[src/hw/rtl/crcacc_pkg.sv]
// Shared constants and the per-cell word type of the CRC-32C accumulate unit.
`timescale 1ns / 1ps

package crcacc_pkg;

  // Castagnoli polynomial 0x1EDC6F41, bit-reflected
  localparam logic [31:0] CRC_POLY_REFL = 32'h82F6_3B78;

  localparam int CRC_W   = 32;
  localparam int DATA_W  = 64;
  localparam int FUNC_W  = 2;
  localparam int BYTE_W  = 8;
  localparam int NUM_CELLS = DATA_W / BYTE_W;
  localparam int REM_W   = $clog2(NUM_CELLS + 1);

  // Operand size codes
  localparam logic [FUNC_W-1:0] SIZE_BYTE  = 2'd0;
  localparam logic [FUNC_W-1:0] SIZE_WORD  = 2'd1;
  localparam logic [FUNC_W-1:0] SIZE_DWORD = 2'd2;
  localparam logic [FUNC_W-1:0] SIZE_QWORD = 2'd3;

  // Word handed from cell to cell: running CRC, unfolded data, bytes left
  typedef struct packed {
    logic [CRC_W-1:0]  crc;
    logic [DATA_W-1:0] data;
    logic [REM_W-1:0]  rem;
  } cell_word_t;

  // Number of bytes folded for a size code
  function automatic logic [REM_W-1:0] size_bytes(input logic [FUNC_W-1:0] func);
    logic [REM_W-1:0] n;
    case (func)
      SIZE_BYTE:  n = REM_W'(1);
      SIZE_WORD:  n = REM_W'(2);
      SIZE_DWORD: n = REM_W'(4);
      SIZE_QWORD: n = REM_W'(8);
      default:    n = REM_W'(8);
    endcase
    return n;
  endfunction

endpackage

[src/hw/rtl/crcacc_cell.sv]
// One pipeline cell: folds the low data byte into the CRC while bytes remain and passes the word on.
`timescale 1ns / 1ps

module crcacc_cell (
  input  logic                    clk,
  input  logic                    rst_n,
  input  logic                    up_valid,
  output logic                    up_ready,
  input  crcacc_pkg::cell_word_t  up_word,
  output logic                    dn_valid,
  input  logic                    dn_ready,
  output crcacc_pkg::cell_word_t  dn_word
);

  logic                   valid_r;
  crcacc_pkg::cell_word_t word_r;
  crcacc_pkg::cell_word_t word_nxt;

  // Bit-serial reflected CRC over one byte, LSB first
  function automatic logic [crcacc_pkg::CRC_W-1:0] fold_byte(
    input logic [crcacc_pkg::CRC_W-1:0]  crc,
    input logic [crcacc_pkg::BYTE_W-1:0] b
  );
    logic [crcacc_pkg::CRC_W-1:0] c;
    logic                         fb;
    c = crc;
    for (int i = 0; i < crcacc_pkg::BYTE_W; i++) begin
      fb = c[0] ^ b[i];
      c  = (c >> 1) ^ (crcacc_pkg::CRC_POLY_REFL & {crcacc_pkg::CRC_W{fb}});
    end
    return c;
  endfunction

  // Fold only while bytes remain; data always moves down one byte
  always_comb begin
    word_nxt      = up_word;
    word_nxt.data = up_word.data >> crcacc_pkg::BYTE_W;
    if (up_word.rem != '0) begin
      word_nxt.crc = fold_byte(up_word.crc, up_word.data[crcacc_pkg::BYTE_W-1:0]);
      word_nxt.rem = up_word.rem - crcacc_pkg::REM_W'(1);
    end
  end

  // Cell takes a word when empty or when its own word leaves
  assign up_ready = !valid_r || dn_ready;

  always_ff @(posedge clk) begin
    if (!rst_n) begin
      valid_r <= 1'b0;
    end else if (up_ready) begin
      valid_r <= up_valid;
    end
  end

  always_ff @(posedge clk) begin
    if (up_valid && up_ready) begin
      word_r <= word_nxt;
    end
  end

  assign dn_valid = valid_r;
  assign dn_word  = word_r;

endmodule

[src/hw/rtl/crc32c_accumulate_unit.sv]
// Top level of the CRC-32C accumulate unit: a row of byte-folding cells.
//
//   channel | dir | handshake            | payload
//   in_     | in  | in_tvalid/in_tready  | tdata: crc_in, data_in; tuser: func
//   out_    | out | out_tvalid/out_tready| tdata: crc_out
//
// Throughput is one word per cycle while the output is not stalled; each word
// passes through every cell of the eight-cell row, each cell folding one data byte while bytes remain.
// Each cell has its own valid flag, so empty cells close up behind a stalled
// output and input keeps flowing until every cell holds a word.
// rst_n (synchronous, active low) clears the valid flags only.
`timescale 1ns / 1ps

module crc32c_accumulate_unit (
  input  logic        clk,
  input  logic        rst_n,
  input  logic        in_tvalid,
  output logic        in_tready,
  input  logic [95:0] in_tdata,   // [31:0] crc_in, [95:32] data_in
  input  logic [1:0]  in_tuser,   // [1:0] func
  output logic        out_tvalid,
  input  logic        out_tready,
  output logic [31:0] out_tdata   // [31:0] crc_out
);

  localparam int N = crcacc_pkg::NUM_CELLS;

  logic                   valid_c [N+1];
  logic                   ready_c [N+1];
  crcacc_pkg::cell_word_t word_c  [N+1];
  logic [N-1:0]           busy;

  // Entry word into the first cell
  always_comb begin
    word_c[0].crc  = in_tdata[crcacc_pkg::CRC_W-1:0];
    word_c[0].data = in_tdata[crcacc_pkg::CRC_W +: crcacc_pkg::DATA_W];
    word_c[0].rem  = crcacc_pkg::size_bytes(in_tuser);
  end
  assign valid_c[0] = in_tvalid;
  assign in_tready  = ready_c[0];

  // Row of cells
  for (genvar k = 0; k < N; k++) begin : g_cell
    crcacc_cell u_cell (
      .clk      (clk),
      .rst_n    (rst_n),
      .up_valid (valid_c[k]),
      .up_ready (ready_c[k]),
      .up_word  (word_c[k]),
      .dn_valid (valid_c[k+1]),
      .dn_ready (ready_c[k+1]),
      .dn_word  (word_c[k+1])
    );
    assign busy[k] = valid_c[k+1];
  end

  // Last cell is the output register
  assign out_tvalid = valid_c[N];
  assign ready_c[N] = out_tready;
  assign out_tdata  = word_c[N].crc;

  // Every byte has been folded by the time a word leaves the row
  a_all_folded: assert property (@(posedge clk) disable iff (!rst_n)
    out_tvalid |-> (word_c[N].rem == '0))
    else $error("word left the row with bytes unfolded");

  // Input stalls only with the row full and the output blocked
  a_stall_full: assert property (@(posedge clk) disable iff (!rst_n)
    !in_tready |-> ((&busy) && !out_tready))
    else $error("input stalled with room in the row");

  // A word in the first cell moves on or stays; it never vanishes
  a_no_loss: assert property (@(posedge clk) disable iff (!rst_n)
    (busy[0] && !ready_c[1]) |=> busy[0])
    else $error("stalled word dropped from first cell");

endmodule

[config.mk]
export PLATFORM = sky130hd
export DESIGN_NAME = crc32c_accumulate_unit
export DESIGN_NICKNAME = d
export VERILOG_FILES = /design/src/hw/rtl/crcacc_pkg.sv /design/src/hw/rtl/crcacc_cell.sv /design/src/hw/rtl/crc32c_accumulate_unit.sv
export SDC_FILE = /design/constraint.sdc
export NUM_CORES = 1
export LEC_CHECK = 0
export BUFFER_PORTS_ARGS = -buffer_cell sky130_fd_sc_hd__clkbuf_2
export CAP_MARGIN = 20
export CORE_ASPECT_RATIO = 1.2
export CORE_UTILIZATION = 35
export CTS_CLUSTER_DIAMETER = 120
export CTS_CLUSTER_SIZE = 24
export DETAILED_ROUTE_END_ITERATION = 8
export SLEW_MARGIN = 20
export SYNTH_ARGS = -nofsm -noshare
export SYNTH_HDL_FRONTEND = slang
export SYNTH_SLANG_ARGS = --single-unit
[constraint.sdc]
create_clock -name clk -period 21.4 [get_ports clk]
set_clock_uncertainty 0.2 [all_clocks]
set_input_delay 2.14 -clock clk [delete_from_list [all_inputs] [get_ports clk]]
set_output_delay 2.14 -clock clk [all_outputs]
set_load 0.02 [all_outputs]
==> flow_metrics.env, run 1 <==
export IMPL_run_status="finished clean"
export IMPL_drt_initial_drc_count=648
export IMPL_cts_tree="yes"
export IMPL_initial_utilization=0.354
export IMPL_grt_pass1_vias=14000
export IMPL_clock_latency_ns=0.60
export IMPL_drive_gt1_frac=0.137
export IMPL_gp_congestion=0.888
export IMPL_slew_viol_final=0
export IMPL_regToRegStartpoint="g_cell[3].u_cell.dn_word[7]$_DFFE_PP_"
export IMPL_worst_pin_slew_ns=1.12
export IMPL_fin_setup_tns_ns=0
export IMPL_p_leak_nw=9.80
export IMPL_cts_setup_buffers=0
export IMPL_fmax_mhz=169
export IMPL_dp_hpwl_um=40400
export IMPL_io_buffers=135
export IMPL_critPathKind="in2out"
export IMPL_cp_startpoint="out_tready"
export IMPL_holdCritStartpoint="g_cell[2].u_cell.dn_word[17]$_DFFE_PP_"
export IMPL_syn2layout_area_growth_pct=10.4
export IMPL_holdPathEnd="g_cell[3].u_cell.dn_word[9]$_DFFE_PP_"
export IMPL_synthCells=1842
export IMPL_peakVddDrop_uv=67.2
export IMPL_grt_total_usage=0.137
export IMPL_synth_simple_area_share=0.0543
export IMPL_period_share=0.276
export IMPL_dr_total_vias=13400
export IMPL_worstPathCellList="clkbuf_2 > and4b_1 > and3_1 > and3_1 > nand2_1 > clkbuf_2"
export IMPL_overflow=0
export IMPL_critical_path_slowest_cell="and3_1"
export IMPL_dp_cells=2890
export IMPL_vias_per_cell=4.58
export IMPL_seq_area_frac_synth=0.600
export IMPL_reg2regPathDepth=5
export IMPL_cts_sink_count=516
export IMPL_synth_top_family_by_area="XOR/XNOR gates"
export IMPL_core_um2=72400
export IMPL_die_width_um=249
export IMPL_cellPowerDensity_nw_per_um2=124
export IMPL_totalPowerFinal_mw=3.51
export IMPL_timing_final_ws_setup_ns=15.50
export IMPL_cp_arrival_ns=3.56
export IMPL_cp_required_ns=19.06
export IMPL_holdPathStages=0
export IMPL_start_kind="primary input"
export IMPL_drv_cap=0
export IMPL_synth_compound_area_frac=0.0490
export IMPL_fin_util=0.391
export IMPL_final_hold_viol_count=0
export IMPL_die_y_um=299
export IMPL_setup_violations=0
export IMPL_clk_pin_slew_ns=0.08
export IMPL_grt_setup_unrepaired="false"
export IMPL_place_ws_ns=15.49
export IMPL_ff_latch_area_um2=15400
export IMPL_synth_xor_area_frac=0.275
export IMPL_antenna_found_initial=0
export IMPL_fin_cells=2925
export IMPL_multiInputGateArea_um2=10100
export IMPL_ctsHoldBuffers=0
export IMPL_min_period_ns=5.90
export IMPL_routedWlPerCell_um=17.5
export IMPL_grt_pass1_wl_um=79200
export IMPL_ant_nets=0
export IMPL_cts_buffers=25
export IMPL_htreeDepth=1
export IMPL_synthMuxAreaShare=0.00828
export IMPL_synth_ff_latch_count=516
export IMPL_worstReg2RegEnd="g_cell[4].u_cell.dn_word[72]$_DFFE_PP_"
export IMPL_cp_slowest_stage_delay_ns=0.37
export IMPL_diodes=0
export IMPL_syn_avg_cell_area_um2=13.9
export IMPL_synth_nets=1951
export IMPL_path_max_fanout=5
export IMPL_num_fill_cells=6792
export IMPL_core_rowCount=108
export IMPL_regToRegSetupSlack_ns=18.25
export IMPL_drc=0
export IMPL_cts_resized=0
export IMPL_fin_nets=2092
export IMPL_ios=136
export IMPL_yosys_cell_types_count=38
export IMPL_grt_max_degree=69
export IMPL_dieArea_um2=74500
export IMPL_syn_area_um2=25700
export IMPL_slew_headroom=0.246
export IMPL_worstHoldPathType="reg2reg"
export IMPL_clk_path_buf_depth=3
export IMPL_first_pass_iters=5
export IMPL_root_buffer="clkbuf_16"
export IMPL_cp_end_kind="output pin"
export IMPL_yosys_area_share_adder=0.00341
export IMPL_wl_um=51200
export IMPL_yosys_warnings=0
-- layer usage --
| metal | up-vias | track usage | wire (um) |
|---|---|---|---|
| met5 | - | 0 | 0 |
| met4 | 0 | 0.0569 | 2000 |
| met3 | 86 | 0.0149 | 1390 |
| met2 | 245 | 0.271 | 28100 |
| met1 | 6375 | 0.145 | 19700 |
| li1 | 6676 | - | - |
-- synth_stat cells (all sizes together) --
| cell type | n | area [um2] |
|---|---|---|
| xor3 | 8 | 190 |
| nand3 | 12 | 60.1 |
| or4 | 1 | 7.51 |
| and2 | 4 | 25.0 |
| ha | 7 | 87.6 |
| o21a | 6 | 45.0 |
| inv | 18 | 67.6 |
| nand2b | 2 | 12.5 |
| mux2i | 1 | 10.0 |
| xor2 | 125 | 1140 |
| nand3b | 6 | 45.0 |
| nor4 | 1 | 6.26 |
| nor3b | 6 | 45.0 |
| mux2 | 18 | 203 |
| edfxtp | 508 | 15300 |
| dfxtp | 8 | 160 |
| conb | 1 | 3.75 |
| nor2b | 11 | 68.8 |
| and4b | 1 | 10.0 |
| a21o | 6 | 45.0 |
| o21ai | 128 | 641 |
| a21boi | 1 | 7.51 |
| buf | 2 | 8.75 |
| clkbuf | 47 | 176 |
| nor3 | 6 | 30.0 |
| and3 | 2 | 12.5 |
| a21oi | 104 | 521 |
| xnor2 | 453 | 4270 |
| xnor3 | 64 | 1450 |
| nor2 | 160 | 601 |
| nand2 | 124 | 465 |
| or2 | 1 | 6.26 |
-- sequential cells by signal, summed over array words and instances (netlist names), named ones only --
| name | flops |
|---|---|
| g_cell.u_cell.dn_valid | 8 |
| g_cell.u_cell.dn_word | 507 |
-- logic make-up (layout without fill, tap and decap cells) --
kind of cell / Yosys count / count (layout)
buffers and inverters: 67 / 215
muxes: 19 / 19
adders and majority gates: 7 / 7
other: 1 / 1
AOI/OAI and AO/OA: 245 / 245
and+or+nand+nor: 337 / 337
DFF: 516 / 516
xor gates and xnor gates: 650 / 650
-- how the worst max path moves through the flow --
| stage | to | slack [ns] | depth (start not counted) |
|---|---|---|---|
| after floorplan | g_cell[2].u_cell.dn_word[0]$_DFFE_PP_ | 12.47 | 3 |
| after global routing | in_tready | 15.38 | 6 |
| after global placement | in_tready | 15.54 | 6 |
| after CTS | in_tready | 15.48 | 6 |
| final | in_tready | 15.50 | 6 |
| after detailed placement | in_tready | 15.49 | 6 |
-- final cells by class --
| class | instances | area share |
|---|---|---|
| flip-flops and latches | 516 | 0.544 |
| multi-input cells | 1259 | 0.357 |
| well taps | 935 | 0.0413 |
| repair buffers | 163 | 0.0317 |
| clock buffers | 32 | 0.0230 |
| inverters | 18 | 0.00238 |
| clock inverters | 2 | 0.00128 |
-- worst max-delay path, delay by kind of cell --
kind	cells	cell delay (ns)
AND/OR/NAND/NOR	4	1.15
buffers and inverters	2	0.26
-- metrics by stage --
stage / area [um2] / hold slack, ns
floorplan: 25700 / 0.200
global placement: 27600 / 0.204
detailed placement: 27600 / 0.205
CTS: 28300 / 0.224
global route: 28400 / 0.233
finish: 28400 / 0.221
-- power breakdown --
part           switching (mW)  internal, mW
Combinational           0.786         0.783
Clock                   0.295         0.217
Sequential             0.0700          1.35
Total                    1.15          2.36
-- layout by cell type, fill, tap and decap left out, drive strengths merged, types with 11 or more instances in the layout --
cell	count
buf	28
nand2	124
nand3	12
inv	19
clkbuf	167
mux2	18
edfxtp	508
xnor2	453
o21ai	128
nor2	160
xnor3	64
nor2b	11
a21oi	104
xor2	125
(Power assumes the default switching activity.)
==> inputs of run 2 (changes only) <==
==> constraint.sdc (replaced) <==
create_clock -name clk -period 6.15 [get_ports clk]
set_clock_uncertainty 0.2 [all_clocks]
set_input_delay 0.615 -clock clk [delete_from_list [all_inputs] [get_ports clk]]
set_output_delay 0.615 -clock clk [all_outputs]
set_load 0.02 [all_outputs]
==> run 2 against run 1 <==
Effect of this change:
- global-route usage is 0.22 points higher
- final area grew 2.1%
- non-clock buffer count grew 54
- flip-flop and latch count unchanged
- largest power group unchanged
==> flow_metrics.env, run 2 (synthesis results as in run 1) <==
export IMPL_period_share=0.515
export IMPL_clock_latency_ns=0.59
export IMPL_vias_per_cell=4.58
export IMPL_first_pass_iters=5
export IMPL_initial_utilization=0.354
export IMPL_worst_pin_slew_ns=1.08
export IMPL_dp_hpwl_um=40500
export IMPL_core_rowCount=108
export IMPL_worstHoldPathType="in2reg"
export IMPL_grt_pass1_wl_um=81400
export IMPL_drv_cap=0
export IMPL_cp_end_kind="output pin"
export IMPL_cp_slowest_stage_delay_ns=0.38
export IMPL_largest_register_ffs=507
export IMPL_die_width_um=249
export IMPL_overflow=0
export IMPL_grt_pass1_vias=14400
export IMPL_drt_initial_drc_count=693
export IMPL_ant_nets=0
export IMPL_hold_ws_ns=0.0881
export IMPL_run_status="finished clean"
export IMPL_cp_common_cell="and3_1"
export IMPL_io_buffers=135
export IMPL_fmax_mhz=315
export IMPL_cts_resized=0
export IMPL_stdcell_area_um2=28900
export IMPL_cp_required_ns=5.33
export IMPL_cts_sink_count=516
export IMPL_p_leak_nw=10.0
export IMPL_slew_headroom=0.279
export IMPL_antenna_found_initial=0
export IMPL_worstPathCellList="and4b_1 > and3_1 > and3_1 > nand2_1 > clkbuf_2"
export IMPL_dr_total_vias=13600
export IMPL_clk_pin_slew_ns=0.09
export IMPL_fin_setup_tns_ns=0
export IMPL_root_buffer="clkbuf_16"
export IMPL_htreeDepth=1
export IMPL_wl_um=51900
export IMPL_min_period_ns=3.17
export IMPL_peakVddDrop_uv=257
export IMPL_slew_viol_final=0
export IMPL_dpl_instance_area_um2=27600
export IMPL_drc=0
export IMPL_final_cell_mix="508 x edfxtp_1, 419 x xnor2_1, 160 x nor2_1"
export IMPL_routedWlPerCell_um=17.4
export IMPL_clk_path_buf_depth=3
export IMPL_syn2layout_area_growth_pct=12.7
export IMPL_cts_setup_buffers=0
export IMPL_path_max_fanout=5
export IMPL_gp_congestion=0.918
export IMPL_ios=136
export IMPL_grt_total_usage=0.139
export IMPL_critical_path_slowest_cell="and3_1"
export IMPL_cts_buffers=26
export IMPL_cellPowerDensity_nw_per_um2=424
export IMPL_setup_violations=0
export IMPL_die_y_um=299
export IMPL_drive_gt1_frac=0.133
export IMPL_final_hold_viol_count=0
export IMPL_cts_tree="yes"
export IMPL_cp_arrival_ns=2.35
export IMPL_fin_nets=2147
export IMPL_critPathKind="reg2out"
export IMPL_start_kind="flop"
export IMPL_core_um2=72400
export IMPL_final_common_cell="edfxtp_1"
export IMPL_diodes=0
export IMPL_grt_max_degree=69
export IMPL_dieArea_um2=74500
export IMPL_grt_setup_unrepaired="false"
==> run 2: layout make-up <==
cell class                      instances  area (um2)
Timing Repair Buffer                  217        1440
Multi-Input combinational cell       1259       10100
Clock buffer                           33         677
Inverter                               18        67.6
Tap cell                              935        1170
Clock inverter                          3        56.3
Fill cell                            6720       43500
Sequential cell                       516       15400
==> run 2: final timing paths <==
| kind | startpoint | end | slack [ns] | cells past startpoint |
|---|---|---|---|---|
| min reg2reg | g_cell[2].u_cell.dn_word[22]$_DFFE_PP_ | g_cell[3].u_cell.dn_word[14]$_DFFE_PP_ | 0.22 | 0 |
| max reg2reg | g_cell[5].u_cell.dn_valid$_SDFFE_PN0P_ | g_cell[0].u_cell.dn_word[36]$_DFFE_PP_ | 2.98 | 6 |
| max | g_cell[5].u_cell.dn_valid$_SDFFE_PN0P_ | in_tready | 2.98 | 5 |
| min | in_tvalid | g_cell[0].u_cell.dn_valid$_SDFFE_PN0P_ | 0.09 | 3 |
==> run 2: what timing repair did <==
item                       4_1_cts  5_1_grt
hold endpoints to repair        56        0
hold buffers                    56        0
setup endpoints to repair        0        0
==> run 2: routing by layer <==
| layer | track usage | part of all wire | vias to the layer above | routed length [um] |
|---|---|---|---|---|
| li1 | - | - | 6788 | - |
| met1 | 0.149 | 0.39 | 6490 | 20200 |
| met2 | 0.274 | 0.54 | 267 | 28300 |
| met3 | 0.0146 | 0.027 | 98 | 1380 |
| met4 | 0.0595 | 0.041 | 0 | 2110 |
| met5 | 0 | 0 | - | 0 |
==> run 2: stage by stage <==
stage | setup slack [ns] | util | std cells | power, mW
after floorplan | 0.416 | - | 1842 | 9.30
after global placement | 2.61 | 0.381 | 2888 | 10.5
after detailed placement | 2.55 | 0.381 | 2888 | 10.5
after CTS | 2.92 | 0.399 | 2980 | 12.4
after global routing | 2.76 | 0.400 | 2981 | 13.0
final | 2.98 | 0.400 | 2981 | 12.3
==> run 2: worst max-delay path, delay by kind of cell (launching register included) <==
kind	cells	cell delay (ns)
buffers and inverters	1	0.21
AND/OR/NAND/NOR	4	1.18
flip-flops	1	0.36
==> run 2: where the power goes <==
part	switching, mW	internal [mW]
combinational	2.70	2.74
clock	1.07	0.794
sequential	0.258	4.71
